===== config.mk =====
export PLATFORM = sky130hd
export DESIGN_NAME = lehmer_random_in_range
export DESIGN_NICKNAME = d
export VERILOG_FILES = /design/src/sv/lrir_pkg.sv /design/src/sv/lehmer_random_in_range.sv /design/src/sv/lrir_alu.sv /design/src/sv/lrir_mul.sv
export SDC_FILE = /design/constraint.sdc
export NUM_CORES = 1
export LEC_CHECK = 0
export BUFFER_PORTS_ARGS = -buffer_cell sky130_fd_sc_hd__buf_2
export CAP_MARGIN = 10
export CORE_ASPECT_RATIO = 0.9
export CORE_MARGIN = 1.5
export CORE_UTILIZATION = 40
export DETAILED_ROUTE_END_ITERATION = 12
export PLACE_DENSITY = 0.62
export SLEW_MARGIN = 5
export SYNTH_ARGS = -nofsm -noshare
export SYNTH_HDL_FRONTEND = slang
export SYNTH_SLANG_ARGS = --single-unit

===== constraint.sdc =====
create_clock -name clk -period 7.82 [get_ports clk]
set_input_delay 0.391 -clock clk [delete_from_list [all_inputs] [get_ports clk]]
set_output_delay 0.391 -clock clk [all_outputs]
set_load 0.1 [all_outputs]

===== src/sv/lrir_pkg.sv =====
// Shared types and constants of the Lehmer range random number generator.
package lrir_pkg;

  // Generator arithmetic.
  localparam int unsigned STATE_W   = 31;
  localparam int unsigned WORD_W    = 32;
  localparam int unsigned MULT_W    = 16;
  localparam int unsigned PROD_W    = STATE_W + MULT_W;
  localparam int unsigned ALU_W     = WORD_W + 2;
  localparam int unsigned DIV_STEPS = STATE_W;
  localparam int unsigned CNT_W     = $clog2(DIV_STEPS);

  localparam logic [MULT_W-1:0]  LEHMER_MULT = 16'd48271;
  localparam logic [STATE_W-1:0] LEHMER_MOD  = 31'h7FFF_FFFF;
  localparam logic [STATE_W-1:0] SEED_RESET  = 31'd1;

  // Operation of the shared adder.
  typedef enum logic {
    ALU_ADD,
    ALU_SUB
  } alu_op_t;

  // Sequencer states.
  typedef enum logic [2:0] {
    ST_IDLE,
    ST_ORDER,
    ST_SPAN,
    ST_RED_SUM,
    ST_RED_FOLD,
    ST_DIV,
    ST_ADD
  } seq_state_t;

endpackage


===== src/sv/lehmer_random_in_range.sv =====
// Top level of the Lehmer range random number generator with its sequencer.
//
// Each request carries two signed bounds and yields one random value from the lower
// bound up to but not including the higher one. A request with equal bounds answers
// with that bound and leaves the generator alone. Otherwise it runs these steps: order
// the bounds, form the span while the state is multiplied by 48271, fold the product
// modulo 2^31-1 in a sum and a subtract step, 31 steps of a restoring remainder, and
// one final add, every add and subtract on one shared 34-bit adder. The block takes
// no new request until the current one has been handed to the output register, which
// holds a result until it is taken. Writing seed_value reloads the generator state;
// it is accepted whenever no request is in progress. Reset loads a seed of 1.
module lehmer_random_in_range
  import lrir_pkg::*;
(
  input  logic                      clk,
  input  logic                      rst,
  input  logic                      cfg_valid,
  output logic                      cfg_ready,
  input  logic [STATE_W-1:0]        seed_value,
  input  logic                      in_valid,
  output logic                      in_ready,
  input  logic signed [WORD_W-1:0]  bound_low,
  input  logic signed [WORD_W-1:0]  bound_high,
  output logic                      out_valid,
  input  logic                      out_ready,
  output logic signed [WORD_W-1:0]  random_value
);

  seq_state_t state, state_next;

  logic [WORD_W-1:0]  req_a;
  logic [WORD_W-1:0]  req_b;
  logic [WORD_W-1:0]  lo;
  logic [WORD_W-1:0]  hi;
  logic [WORD_W-1:0]  span;
  logic [WORD_W-1:0]  rem;
  logic [STATE_W-1:0] gen_state;
  logic [STATE_W-1:0] dividend;
  logic [CNT_W-1:0]   cnt;

  alu_op_t          alu_op;
  logic [ALU_W-1:0] alu_a;
  logic [ALU_W-1:0] alu_b;
  logic [ALU_W-1:0] alu_res;
  logic             alu_neg;

  logic              mul_en;
  logic [PROD_W-1:0] prod;

  logic in_fire;
  logic cfg_fire;
  logic out_free;
  logic bounds_equal;

  assign in_ready     = (state == ST_IDLE);
  assign cfg_ready    = (state == ST_IDLE);
  assign in_fire      = in_valid && in_ready;
  assign cfg_fire     = cfg_valid && cfg_ready;
  assign out_free     = !out_valid || out_ready;
  assign bounds_equal = (req_a == req_b);
  assign alu_neg      = alu_res[ALU_W-1];
  assign mul_en       = (state == ST_SPAN);

  lrir_alu u_alu (
    .op  (alu_op),
    .opa (alu_a),
    .opb (alu_b),
    .res (alu_res)
  );

  lrir_mul u_mul (
    .clk     (clk),
    .en      (mul_en),
    .operand (gen_state),
    .prod    (prod)
  );

  // State register.
  always_ff @(posedge clk) begin
    if (rst) begin
      state <= ST_IDLE;
    end else begin
      state <= state_next;
    end
  end

  // Next state and the operands of the shared adder.
  always_comb begin
    state_next = state;
    alu_op     = ALU_SUB;
    alu_a      = '0;
    alu_b      = '0;
    unique case (state)
      ST_IDLE: begin
        if (in_fire) begin
          state_next = ST_ORDER;
        end
      end
      ST_ORDER: begin
        // Signed compare of the two bounds.
        alu_a = {{2{req_a[WORD_W-1]}}, req_a};
        alu_b = {{2{req_b[WORD_W-1]}}, req_b};
        state_next = bounds_equal ? ST_ADD : ST_SPAN;
      end
      ST_SPAN: begin
        alu_a = {2'b00, hi};
        alu_b = {2'b00, lo};
        state_next = ST_RED_SUM;
      end
      ST_RED_SUM: begin
        // Fold the high part of the product onto the low part.
        alu_op = ALU_ADD;
        alu_a  = ALU_W'(prod[PROD_W-1:STATE_W]);
        alu_b  = ALU_W'(prod[STATE_W-1:0]);
        state_next = ST_RED_FOLD;
      end
      ST_RED_FOLD: begin
        alu_a = {2'b00, rem};
        alu_b = ALU_W'(LEHMER_MOD);
        state_next = ST_DIV;
      end
      ST_DIV: begin
        // One restoring remainder step.
        alu_a = {1'b0, rem, dividend[STATE_W-1]};
        alu_b = {2'b00, span};
        if (cnt == CNT_W'(DIV_STEPS - 1)) begin
          state_next = ST_ADD;
        end
      end
      ST_ADD: begin
        alu_op = ALU_ADD;
        alu_a  = {2'b00, lo};
        alu_b  = {2'b00, rem};
        if (out_free) begin
          state_next = ST_IDLE;
        end
      end
      default: begin
        state_next = ST_IDLE;
      end
    endcase
  end

  // Generator state: reset and seed writes load it, the fold step advances it.
  always_ff @(posedge clk) begin
    if (rst) begin
      gen_state <= SEED_RESET;
    end else if (cfg_fire) begin
      gen_state <= seed_value;
    end else if (state == ST_RED_FOLD) begin
      gen_state <= alu_neg ? rem[STATE_W-1:0] : alu_res[STATE_W-1:0];
    end
  end

  // Datapath registers of the current request.
  always_ff @(posedge clk) begin
    if (in_fire) begin
      req_a <= bound_low;
      req_b <= bound_high;
    end
    unique case (state)
      ST_ORDER: begin
        if (bounds_equal) begin
          lo  <= req_b;
          rem <= '0;
        end else if (!alu_neg) begin
          lo <= req_b;
          hi <= req_a;
        end else begin
          lo <= req_a;
          hi <= req_b;
        end
      end
      ST_SPAN: begin
        span <= alu_res[WORD_W-1:0];
      end
      ST_RED_SUM: begin
        rem <= alu_res[WORD_W-1:0];
      end
      ST_RED_FOLD: begin
        dividend <= alu_neg ? rem[STATE_W-1:0] : alu_res[STATE_W-1:0];
        rem      <= '0;
        cnt      <= '0;
      end
      ST_DIV: begin
        rem      <= alu_neg ? {rem[WORD_W-2:0], dividend[STATE_W-1]}
                            : alu_res[WORD_W-1:0];
        dividend <= {dividend[STATE_W-2:0], 1'b0};
        cnt      <= cnt + CNT_W'(1);
      end
      default: begin
      end
    endcase
  end

  // Output register holds a result until it is taken.
  always_ff @(posedge clk) begin
    if (rst) begin
      out_valid <= 1'b0;
    end else if (state == ST_ADD && out_free) begin
      out_valid <= 1'b1;
    end else if (out_ready) begin
      out_valid <= 1'b0;
    end
  end

  always_ff @(posedge clk) begin
    if (state == ST_ADD && out_free) begin
      random_value <= alu_res[WORD_W-1:0];
    end
  end

endmodule


===== src/sv/lrir_alu.sv =====
// Shared add/subtract unit used by every add, subtract and compare step of the sequencer.
module lrir_alu
  import lrir_pkg::*;
(
  input  alu_op_t          op,
  input  logic [ALU_W-1:0] opa,
  input  logic [ALU_W-1:0] opb,
  output logic [ALU_W-1:0] res
);

  // Subtraction is addition of the inverted operand with a carry in.
  logic [ALU_W-1:0] opb_eff;
  logic [ALU_W-1:0] cin;

  always_comb begin
    unique case (op)
      ALU_ADD: begin
        opb_eff = opb;
        cin     = '0;
      end
      ALU_SUB: begin
        opb_eff = ~opb;
        cin     = ALU_W'(1);
      end
      default: begin
        opb_eff = opb;
        cin     = '0;
      end
    endcase
  end

  assign res = opa + opb_eff + cin;

endmodule


===== src/sv/lrir_mul.sv =====
// Registered multiplier that scales the generator state by the Lehmer constant.
module lrir_mul
  import lrir_pkg::*;
(
  input  logic               clk,
  input  logic               en,
  input  logic [STATE_W-1:0] operand,
  output logic [PROD_W-1:0]  prod
);

  // The product is captured when the sequencer asks for it.
  always_ff @(posedge clk) begin
    if (en) begin
      prod <= PROD_W'(operand) * PROD_W'(LEHMER_MULT);
    end
  end

endmodule

Word level (Yosys, flattened, before mapping)
Index checks and enable logic that the tools add are counted.
{"block": "op_classes", "add_sub_neg": 3, "multipliers": 1, "div": 0, "order_cmp": 0, "n_eq_ne": 12, "shifts": 0, "muxes": 23, "bitwise_logic": 2, "n_reduce_logical": 14}
{"op": "$pmux 34 s6", "n": 2}
{"op": "$mux 32", "n": 5}
{"op": "$pmux 34 s2", "n": 2}
{"op": "$pmux 32 s4", "n": 1}
{"op": "$mux 31", "n": 3}
{"op": "$add 34x34->34", "n": 2}
{"op": "$pmux 31 s2", "n": 1}
{"op": "$mul 31x16->47 const B", "n": 1}
{"op": "$not 34->34", "n": 1}
{"op": "$eq 32x32->1", "n": 1}
{"op": "$pmux 3 s7", "n": 1}
{"op": "$mux 3", "n": 4}
{"op": "$pmux 5 s2", "n": 1}
{"op": "$eq 3x3->1 const B", "n": 3}
{"op": "$eq 3x2->1 const B", "n": 2}
{"op": "$ne 2x2->1 const B", "n": 3}
{"op": "$reduce_bool 2->1", "n": 3}
{"op": "$add 5x1->5 const B", "n": 1}
{"op": "$eq 5x5->1 const B", "n": 1}
{"op": "$reduce_and 2->1", "n": 2}
{"op": "$reduce_bool 4->1", "n": 1}
{"op": "$eq 3x1->1 const B", "n": 1}
{"op": "$logic_and 1x1->1", "n": 3}
{"op": "$logic_not 3->1", "n": 1}
{"op": "7 further kinds", "n": 9}
{"block": "totals", "reg_bits": 342, "latch_bits": 0, "ram_bits": 0, "mem_bits_ro": 0, "input_bits": 100, "out_inout_bits": 35, "word_cells": 68, "mem_count": 0}

Longest topological paths before layout
Gate-level depths: netlist of the first run.
{"block": "depth", "word_depth": 9, "ltp_mapped": 24}

Hierarchy
A second synthesis of the first run with hierarchy kept.
{"block": "hier_totals", "cells_unflattened": 2412, "hier_area_um2": 26902.1}
{"mod": "lehmer_random_in_range", "n_inst": 1, "cells_each": 1117, "area_per_inst_um2": 14139.8, "seq_area_each_um2": 8508.2}
{"mod": "lrir_mul", "n_inst": 1, "cells_each": 1009, "area_per_inst_um2": 10597.7, "seq_area_each_um2": 1411.4}
{"mod": "lrir_alu", "n_inst": 1, "cells_each": 286, "area_per_inst_um2": 2164.6, "seq_area_each_um2": 0.0}

Least setup slack after synthesis of the first run
No wires, ideal clock.
{"block": "synth_path", "path_type": "flip-flop to flip-flop", "startpoint": "register state[1]", "endpoint": "register lo[13] (data pin)", "setup_ps": 262, "t_arrival_ps": 6616, "required_ps": 7558, "slack_ps": 942, "path_stages_with_launch": 19, "n_path_buf": 5, "cell_sequence": "dfxtp_1 > buf_6 > clkbuf_1 > inv_2 > nor3_1 > clkbuf_1 > a221oi_1 > ha_1 > clkbuf_1 > nand3_1 > nor3_1 > nand2_1 > or2_2 > o2111ai_2 > a21o_2 > nand2_4 > o21ai_2 > buf_4 > mux2_1"}
{"block": "synth_between", "elab_chain_cells": 8, "word_cells_on_any_way": 17, "cone_classes": "add/sub (2); eq/ne (6); mux (7); bitwise (1); reduce/logical (1)"}
{"element": "start, declared", "line": "lehmer_random_in_range.sv:29", "source": "seq_state_t state, state_next;"}
{"element": "start signal, assigned", "line": "lehmer_random_in_range.sv:83", "source": "state <= state_next;"}
{"element": "$eq 3x3->1 (tied with other cells)", "line": "lehmer_random_in_range.sv:93", "source": "unique case (state)"}
{"element": "$pmux 34 s6 / $reduce_or 2->1 (equally long branches)"}
{"element": "$not 34->34 / $mux 1 (equally long branches)", "line": "lrir_alu.sv:22, lehmer_random_in_range.sv:93"}
{"element": "$pmux 34 s2", "line": "lrir_alu.sv:16", "source": "unique case (op)"}
{"element": "$add 34x34->34", "line": "lrir_alu.sv:32", "source": "assign res = opa + opb_eff + cin;"}
{"element": "$add 34x34->34 *", "line": "lrir_alu.sv:32"}
{"element": "$mux 32 *", "line": "lehmer_random_in_range.sv:166", "source": "end else if (!alu_neg) begin"}
{"element": "$mux 32 *", "line": "lehmer_random_in_range.sv:163", "source": "if (bounds_equal) begin"}
{"element": "end signal, assigned", "line": "lehmer_random_in_range.sv:164", "source": "lo <= req_b;"}
{"element": "end signal, assigned", "line": "lehmer_random_in_range.sv:167", "source": "lo <= req_b;"}
{"element": "end signal, assigned", "line": "lehmer_random_in_range.sv:170", "source": "lo <= req_a;"}
{"element": "end, declared", "line": "lehmer_random_in_range.sv:33", "source": "logic [WORD_W-1:0] lo;"}
Mark *: on every way between the ends. The rest lies on a longest branch, timed or not. The select of a mux whose other input is x is not followed.
A chain may end at the register's enable or synchronous reset.

Final worst setup path of the first run
{"block": "layout_path", "startpoint": "register gen_state[8]", "endpoint": "register u_mul.prod[46] (data pin)"}
{"block": "layout_between", "elab_chain_cells": 1}
{"element": "start, declared", "line": "lehmer_random_in_range.sv:37", "source": "logic [STATE_W-1:0] gen_state;"}
{"element": "start signal, assigned", "line": "lehmer_random_in_range.sv:149", "source": "gen_state <= seed_value;"}
{"element": "start signal, assigned", "line": "lehmer_random_in_range.sv:151", "source": "gen_state <= alu_neg ? rem[STATE_W-1:0] : alu_res[STATE_W-1:0];"}
{"element": "$mul 31x16->47", "line": "lrir_mul.sv:14", "source": "prod <= PROD_W'(operand) * PROD_W'(LEHMER_MULT);"}
{"element": "end signal, assigned", "line": "lrir_mul.sv:14"}
{"element": "end, declared", "line": "lrir_mul.sv:8", "source": "output logic [PROD_W-1:0] prod"}
Every way passes these cells.

==> metrics.md, run 1 <==
| Metric | Value |
|---|---|
| Status | `finished, final reports clean` |
| FF+latch area | `9928 um2` |
| Buffers on Ports | `134` |
| Setup CP Type | `reg -> reg` |
| Clock Latency Late Sink | `590 ps` |
| Final worst setup slack | `1115 ps` |
| Initial Util | `0.4033` |
| Gpl congestion | `0.9655` |
| Critical path origin | `gen_state[8]` |
| Die Span X | `273.6 um` |
| Reg-to-reg startpoint | `gen_state[8]` |
| GRT Resource Usage Total | `0.2665` |
| P&R area growth vs syn | `12.85%` |
| Tmin final | `6705 ps` |
| Synth Instances | `2,471` |
| Fin cells | `3,517` |
| Hold crit path type | `in -> reg` |
| RSZ-0062 raised after global routing | `no` |
| Placed cells | `3,401` |
| Share of the synthesized area in the top cell type | `0.3497` |
| Postcts setup bufs | `0` |
| GRT overflow | `0` |
| Post-synth top area cell | `edfxtp_1` |
| Asr flop ratio synth | `0` |
| Sum Neg Setup Slack | `0 ps` |
| CTS clk-pin slew, worst paths | `60 ps` |
| Post-DR wirelength/cell | `25.64 um` |
| Setup Slack @ Placement | `1138 ps` |
| Critical Path RT | `8200 ps` |
| Measured slew at the worst slew-check pin | `1137 ps` |
| Sink Count | `342` |
| First-pass GRT wire length | `132,600 um` |
| Count leader, synth | `edfxtp_1` |
| Number of global-route vias before repair | `20,360` |
| CTS tree | `done` |
| Layout net count | `3,136` |
| Met3 capacity usage during global routing | `0.04064` |
| Initial DRC count | `2,004` |
| Area fraction in and, or, nand and nor cells after synthesis | `0.08681` |
| Met2 usage | `0.4511` |
| Post-synth top cells | `307 x edfxtp_1, 275 x inv_1, 222 x ha_1, 189 x fa_1, 182 x nand2_1` |
| Mapped Area | `26,360 um2` |
| #FFs+latches synth | `342` |
| Crit-path max FO | `7` |
| Flop-to-flop setup slack | `1120 ps` |
| Num CTS Buffers | `40` |
| Final Hold Fails | `0` |
| Largest net degree at the start of global routing | `65` |
| EDFF count, synth | `307` |
| Most used flip-flop cell after synthesis | `edfxtp_1` |
| Main combinational cell family by area after synthesis | `adder cells` |
| Adder-Cell Fraction of Synth Area | `0.2489` |
| Ports | `135` |
| Slew Limit Fails | `0` |
| Antenna diode count | `0` |
| Fraction of the mapped netlist area in compound gates | `0.1602` |
| Global route hottest layer | `met2` |
| Worst r2r dst | `u_mul.prod[46]` |
| Multi-input gate area | `14,910 um2` |
| Critical Path Sink Type | `flop` |
| Post-CTS Resized | `0` |
| Core ar. | `65,370 um2` |
| Depth of the CTS H-tree | `2` |
| Detailed Routing Iterations Pass 1 | `7` |
| Mux contribution to synthesized area | `0.03380` |
| Routed Wire Length | `90,160 um` |
| CTS Hold Bufs | `46` |
| Routed Antenna Nets | `0` |
| Max-slew headroom | `0.2392` |
| Die ar. | `67,450 um2` |
| Final Skew | `49.53 ps` |
| Syn nets | `2,982` |
| Vias per cell | `5.819` |
| Crit path to | `u_mul.prod[46]` |
| Synth area leaders | `edfxtp_1 35%, fa_1 14%, ha_1 11%` |
| Worst r2r path cells | `21` |
| Final setup viols | `0` |
| Fill count | `6,121` |
| Initial antenna violation count | `3` |
| FP Rows | `89` |
| MaxCap Viol Count | `0` |
| Synth cell types | `85` |
| Layout cells sized above 1 | `0.1123` |
| Peak Freq | `0.1491 GHz` |
| Root Driver | `clkbuf_16` |
| CP startpoint kind | `flop` |
| Chip height | `246.5 um` |
| Detailed Place HPWL | `70,370 um` |
| Register area share after synthesis | `0.3763` |
| DR DRC count | `0` |
| XOR/XNOR Fraction of Synth Area | `0.03451` |
| CTS Buffer Depth | `3` |
| Met1 usage | `0.3428` |
| Synth Warn # | `0` |
| Final period utilization | `0.8574` |
| Total number of vias | `20,470` |
| Worst endpoint data arrival time | `7090 ps` |
| Syn Area/Cell | `10.67 um2` |
## critical path, cell delays in order (launching register included)
cell and delay [ps]:
dfxtp_1 520, inv_1 160, fa_1 610, inv_1 80, fa_1 550, fa_1 440
fa_1 400, fa_1 520, inv_1 50, fa_1 470, inv_1 50, ha_1 370
a21oi_1 200, o21ai_1 100, a2111oi_0 450, o22a_1 210, o211a_1 190, a21oi_1 110
o21ai_1 350, o211ai_1 230, and4_1 250, nor3_1 200
## routing by layer
layer | vias to the layer above | part of all wire
li1 | 9173 | -
met1 | 10280 | 0.41
met2 | 830 | 0.49
met3 | 181 | 0.066
met4 | 0 | 0.040
met5 | - | 0
## area by class of cell
class / instances / area share
Timing Repair Buffer: 232 / 0.05115
Sequential cell: 342 / 0.3338
Clock buffer: 48 / 0.03499
Inverter: 276 / 0.03483
Tap cell: 864 / 0.03634
Clock inverter: 22 / 0.007655
Multi-Input combinational cell: 1733 / 0.5013
## sequential cells by signal, summed over array words and instances, names as in the netlist, 32 cells and up
register      flops
lo               32
req_a            32
rem              32
req_b            32
hi               32
u_mul.prod       47
span             32
random_value     32
## stage by stage
stage	cell area (um2)	hold slack, ps	utilization
6_report	29750	19.72	0.4551
5_1_grt	29750	6.330	0.4551
4_1_cts	29750	1.079	0.4551
3_5_place_dp	28020	525.1	0.4286
3_3_place_gp	28020	513.0	0.4286
2_1_floorplan	26360	483.6	-
## cells in the final DEF (no fill, tap or decap), drive strengths merged, types with 35 or more instances in the layout
master,n
a21o,65
a21oi,180
a221oi,50
a22oi,68
buf,186
clkbuf,48
dfxtp,35
dlygate4sd3,46
edfxtp,307
fa,189
ha,222
inv,279
mux2,40
mux2i,44
nand2,183
nor2,123
nor3,42
o21ai,136
xnor2,45
xor2,58
## how the worst min path moves through the flow
| stage | startpoint | to | slack (ps) | cells after the start |
|---|---|---|---|---|
| floorplan | dividend[1] | dividend[2] | 480 | 2 |
| global placement | dividend[1] | dividend[2] | 510 | 2 |
| detailed placement | dividend[18] | dividend[19] | 530 | 2 |
| CTS | bound_high[5] | req_b[5] | 1 | 1 |
| global route | bound_high[3] | req_b[3] | 6 | 1 |
| finish | bound_high[3] | req_b[3] | 20 | 1 |
## logic make-up (layout without fill, tap and decap cells)
kind of cell / Yosys count / count (layout)
XOR/XNOR: 103 / 103
adder cells (fa/ha/maj): 411 / 411
multiplexers: 84 / 84
buffers and inverters: 396 / 578
AO/OA/AOI/OAI: 644 / 644
flip-flops: 342 / 342
AND/OR/NAND/NOR: 491 / 491
Power of run 1 is not shown: default switching activity piles up to over one toggle a cycle in this logic, so the estimate is an artifact.
==> run 2, diff against run 1 <==
--- a/config.mk
+++ b/config.mk
@@ -12,6 +12,8 @@
 export CORE_UTILIZATION = 40
 export DETAILED_ROUTE_END_ITERATION = 12
 export PLACE_DENSITY = 0.62
+export RECOVER_POWER = 25
+export SKIP_CTS_REPAIR_TIMING = 1
 export SLEW_MARGIN = 5
 export SYNTH_ARGS = -nofsm -noshare
 export SYNTH_HDL_FRONTEND = slang
==> constraint.sdc (replaced) <==
create_clock -name clk -period 7.82 [get_ports clk]
set_input_delay 0.391 -clock clk [delete_from_list [all_inputs] [get_ports clk]]
set_output_delay 0.391 -clock clk [all_outputs]
set_load 0.02 [all_outputs]
==> metrics.md, run 2 (synthesized netlist as in run 1, its figures left out) <==
| Metric | Value |
|---|---|
| Measured slew at the worst slew-check pin | `2119 ps (+981.4 ps)` |
| Vias per cell | `5.807 (-0.20%)` |
| Clock Latency Late Sink | `590 ps (about the same)` |
| Crit-path max FO | `57 (+50)` |
| Metal-1 WL | `36,710 um (about the same)` |
| CTS Buffer Depth | `3 (unchanged)` |
| Depth of the CTS H-tree | `2 (unchanged)` |
| Total number of vias | `20,410 (-0.26%)` |
| GRT overflow | `0 (unchanged)` |
| DP Area | `28,020 um2 (unchanged)` |
| Final period utilization | `0.9039 (+0.04646)` |
| Fin cells | `3,515 (-0.057%)` |
| Layout cells sized above 1 | `0.09619 (-0.01614)` |
| RSZ-0062 raised after global routing | `no` |
| Initial DRC count | `2,090 (+4.3%)` |
| Fin area | `29,660 um2 (-0.30%)` |
| Setup Slack @ Placement | `1138 ps (unchanged)` |
| Die Span X | `273.6 um (unchanged)` |
| Largest Register | `u_mul.prod` |
| First-pass GRT wire length | `131,800 um (-0.60%)` |
| Ports | `135 (unchanged)` |
| Top Layer Used | `met4` |
| Worst r2r path cells | `16 (-24%)` |
| Initial Util | `0.4033 (unchanged)` |
| Routed Antenna Nets | `0 (unchanged)` |
| MaxCap Viol Count | `2 (+2)` |
| Final worst setup slack | `751.9 ps (-363.3 ps)` |
| Detailed Place HPWL | `70,370 um (unchanged)` |
| Tmin final | `7068 ps (+363.3 ps)` |
| Critical Path RT | `8100 ps (-100 ps)` |
| Chip height | `246.5 um (unchanged)` |
| Number of global-route vias before repair | `20,150 (-1.1%)` |
| Gpl congestion | `0.9655 (unchanged)` |
| Min-Delay Path Depth | `1 (unchanged)` |
| Commonest non-fill, non-tap cell in the layout | `edfxtp_1` |
| Sum Neg Setup Slack | `0 ps (unchanged)` |
| Buffers on Ports | `134 (unchanged)` |
| Flop-to-flop setup slack | `750 ps (-360 ps)` |
| Peak Freq | `0.1415 GHz (-5.1%)` |
| Root Driver | `clkbuf_16` |
| Sink Count | `342 (unchanged)` |
| FP Rows | `89 (unchanged)` |
| Failing checks | `capacitance limit, slew limit` |
| Most frequent cells in the layout | `307 x edfxtp_1, 276 x inv_1, 222 x ha_1` |
| Num CTS Buffers | `40 (unchanged)` |
| Die ar. | `67,450 um2 (unchanged)` |
| WL met2 | `43,630 um (-0.46%)` |
| Routed Wire Length | `90,110 um (about the same)` |
| GRT Resource Usage Total | `0.2651 (-0.001383)` |
| Largest net degree at the start of global routing | `65 (unchanged)` |
| Final Hold Fails | `0 (unchanged)` |
| Placed cells | `3,401 (unchanged)` |
| Worst endpoint data arrival time | `7350 ps (+260 ps)` |
| Largest register FFs | `47 (unchanged)` |
| Fill count | `6,156 (+0.57%)` |
| Critical Path Sink Type | `flop` |
| WL met3 | `5981 um (about the same)` |
| Final Skew | `44.71 ps (-4.818 ps)` |
| DR DRC count | `0 (unchanged)` |
| CTS tree | `done` |
| P&R area growth vs syn | `12.51%` |
| Initial antenna violation count | `3 (unchanged)` |
| CTS clk-pin slew, worst paths | `60 ps (about the same)` |
| Max-slew headroom | `-0.4124 (-0.6516)` |
| Antenna diode count | `0 (unchanged)` |
| Hold crit path type | `in -> reg` |
| Slew Limit Fails | `61 (+61)` |
| Core ar. | `65,370 um2 (unchanged)` |
| Final setup viols | `0 (unchanged)` |
| Setup CP Type | `reg -> reg` |
| Detailed Routing Iterations Pass 1 | `5 (-2)` |
| Post-DR wirelength/cell | `25.64 um (about the same)` |
| Layout net count | `3,134 (-0.064%)` |
| Status | `finished, violations left` |
| CP startpoint kind | `flop` |
-- run 2: final cells by class --
cell class                 count  area [um2]  share of cell area
tap                          864        1081             0.03645
inverter                     276        1036             0.03493
multi-input combinational   1733       14900              0.5023
timing repair buffer         230        1449             0.04885
sequential                   342        9927              0.3347
clock inverter                22       227.7            0.007678
clock buffer                  48        1041             0.03510
-- run 2: metal layers --
metal	track usage	vias up
met4	0.1007	0
met2	0.4482	833
met3	0.03869	189
li1	-	9161
met5	0	-
met1	0.3424	10230
-- run 2: final timing paths --
kind                  from           to
min reg2reg    dividend[1]  dividend[2]
max               state[1]        hi[5]
min          bound_low[10]    req_a[10]
max reg2reg       state[1]        hi[5]
-- run 2: worst max-delay path, cell delays in order (launching register included) --
cell and delay (ps):
dfxtp_1 1010, clkbuf_1 1100, nand2b_1 400, nor2_2 210, buf_4 250, nand2_1 60, o21ai_0 200, ha_1 480
nand3_1 130, nor3_1 450, nand2_1 220, or2_2 340, o2111ai_2 200, a21o_2 250, and2_2 590, buf_4 650
o21ai_1 130
-- run 2: stage by stage --
step | hold WS (ps) | utilization
6_report | 13.04 | 0.4537
3_5_place_dp | 525.1 | 0.4286
5_1_grt | 5.440 | 0.4537
2_1_floorplan | 483.6 | -
4_1_cts | -41.45 | 0.4480
3_3_place_gp | 513.0 | 0.4286
Power of run 2 is left out for the same reason.
==> run 3, diff against run 2 <==
--- a/config.mk
+++ b/config.mk
@@ -9,9 +9,9 @@
 export CAP_MARGIN = 10
 export CORE_ASPECT_RATIO = 0.9
 export CORE_MARGIN = 1.5
-export CORE_UTILIZATION = 40
+export CORE_UTILIZATION = 25
 export DETAILED_ROUTE_END_ITERATION = 12
-export PLACE_DENSITY = 0.62
+export PLACE_DENSITY = 0.45
 export RECOVER_POWER = 25
 export SKIP_CTS_REPAIR_TIMING = 1
 export SLEW_MARGIN = 5
==> metrics.md, run 3 (synthesized netlist as in run 1, its figures left out) <==
| Metric | Value |
|---|---|
| Status | `finished, violations left` |
| Failing checks | `capacitance limit, slew limit` |
| Clock Latency Late Sink | `620 ps (+30 ps)` |
| Post-DR wirelength/cell | `24.09 um (-6.0%)` |
| Detailed Place HPWL | `77,590 um (+10%)` |
| CTS tree | `done` |
| Chip height | `311.1 um (+26%)` |
| Measured slew at the worst slew-check pin | `2192 ps (+73.08 ps)` |
| Max-slew headroom | `-0.4611 (-0.04872)` |
| Largest register FFs | `47 (unchanged)` |
| CTS Buffer Depth | `3 (unchanged)` |
| Routed Wire Length | `97,740 um (+8.5%)` |
| CP most frequent cell | `fa_1` |
| Core ar. | `104,100 um2 (+59%)` |
| Final Skew | `38.40 ps (-6.303 ps)` |
| Commonest non-fill, non-tap cell in the layout | `edfxtp_1` |
| Vias per cell | `4.924 (-15%)` |
| RSZ-0062 raised after global routing | `no` |
| FP Rows | `112 (+26%)` |
| Initial antenna violation count | `6 (+3)` |
| Crit-path max FO | `7 (-88%)` |
| DP Area | `28,740 um2 (+2.6%)` |
| Buffers on Ports | `134 (unchanged)` |
| Ports | `135 (unchanged)` |
| Sum Neg Setup Slack | `0 ps (unchanged)` |
| Hold crit path type | `in -> reg` |
| First-pass GRT wire length | `140,900 um (+6.9%)` |
| Tmin final | `6753 ps (-315.2 ps)` |
| Crit path cell chain | `inv_1 > fa_1 > inv_1 > fa_1 > fa_1 > fa_1 > fa_1 > inv_1 > fa_1 > inv_1 > ha_1 > a21oi_1 > o21ai_1 > a2111oi_0 > o22a_1 > o211a_1 > a21oi_1 > o21ai_1 > o211ai_1 > and4_1 > nor3_1` |
| Fin area | `30,630 um2 (+3.3%)` |
| Initial DRC count | `1,871 (-10%)` |
| Most frequent cells in the layout | `307 x edfxtp_1, 275 x inv_1, 222 x ha_1` |
| Final Hold Fails | `0 (unchanged)` |
| Die ar. | `107,400 um2 (+59%)` |
| Critical Path RT | `8230 ps (+130 ps)` |
| WP buf/inv | `4 (+1)` |
| Peak Freq | `0.1481 GHz (+4.7%)` |
| Depth of the CTS H-tree | `2 (unchanged)` |
| Critical Path Sink Type | `flop` |
| Antenna diode count | `0 (unchanged)` |
| Multi-input gate area | `14,930 um2 (+0.20%)` |
| Root Driver | `clkbuf_16` |
| Num CTS Buffers | `43 (+7.5%)` |
| Sink Count | `342 (unchanged)` |
| Slew Limit Fails | `37 (-39%)` |
| Largest net degree at the start of global routing | `65 (unchanged)` |
| Met3 capacity usage during global routing | `0.03904 (+0.0003424)` |
| Worst path max stage delay | `600 ps (-500 ps)` |
| P&R area growth vs syn | `16.20%` |
| GRT Resource Usage Total | `0.1788 (-0.08636)` |
| Number of global-route vias before repair | `19,640 (-2.5%)` |
| Total number of vias | `19,980 (-2.1%)` |
| Detailed Routing Iterations Pass 1 | `6 (+1)` |
| Fill count | `10,860 (+76%)` |
| CP startpoint kind | `flop` |
| Final period utilization | `0.8635 (-0.04031)` |
| Critical-path top delay cell | `fa_1` |
| Worst endpoint data arrival time | `7170 ps (-180 ps)` |
| Met2 usage | `0.2923 (-0.1559)` |
| Initial Util | `0.2532 (-0.1501)` |
| Global route hottest layer | `met2` |
| CTS clk-pin slew, worst paths | `60 ps (about the same)` |
| Layout cells sized above 1 | `0.09595 (-0.0002437)` |
| DR DRC count | `0 (unchanged)` |
| Setup CP Type | `reg -> reg` |
| Met1 usage | `0.2376 (-0.1048)` |
| FF+latch area | `9928 um2 (about the same)` |
| Routed Antenna Nets | `0 (unchanged)` |
| Largest Register | `u_mul.prod` |
| Layout net count | `3,165 (+0.99%)` |
| Final setup viols | `0 (unchanged)` |
| MaxCap Viol Count | `1 (-1)` |
| Gpl congestion | `0.9166 (-5.1%)` |
| GRT overflow | `0 (unchanged)` |
| Die Span X | `345.3 um (+26%)` |
| Largest delay share family, worst path | `adder cells` |
## run 3: cell type report
class                      instances  share of cell area
inverter                         276             0.03382
timing repair buffer             258             0.05474
multi-input combinational       1733              0.4873
clock buffer                      56             0.03738
tap                             1368             0.05588
clock inverter                    24            0.006699
sequential                       342              0.3241
## run 3: stage by stage
stage / setup WS [ps] / utilization / hold WS (ps) / cells
2_1_floorplan: 941.6 / - / 483.6 / 2471
3_3_place_gp: 1256 / 0.2760 / 505.0 / 3913
3_5_place_dp: 1127 / 0.2760 / 514.9 / 3913
4_1_cts: 1077 / 0.2890 / -82.79 / 3993
5_1_grt: 614.9 / 0.2942 / 44.80 / 4057
6_report: 1067 / 0.2942 / 53.28 / 4057
## run 3: final timing paths
path | startpoint | to | slack [ps] | cells after the start
max | gen_state[8] | u_mul.prod[46] | 1070 | 21
min | bound_low[0] | req_a[0] | 50 | 1
max reg2reg | gen_state[8] | u_mul.prod[46] | 1070 | 21
min reg2reg | dividend[1] | dividend[2] | 530 | 2
## run 3: worst reg2reg max path: stages (launching register included)
cell,delay (ps)
dfxtp_1,520
inv_1,160
fa_1,600
inv_1,70
fa_1,460
fa_1,540
fa_1,430
fa_1,490
inv_1,50
fa_1,480
inv_1,40
ha_1,370
a21oi_1,210
o21ai_1,100
a2111oi_0,520
o22a_1,220
o211a_1,200
a21oi_1,110
o21ai_1,330
o211ai_1,220
and4_1,240
nor3_1,220
## run 3: per-layer routing
layer  share of wire  wire [um]
met2            0.47      45630
met4           0.027       2672
met1            0.44      42940
met5         0.00020         20
met3           0.066       6483
Power of run 3 is left out for the same reason.
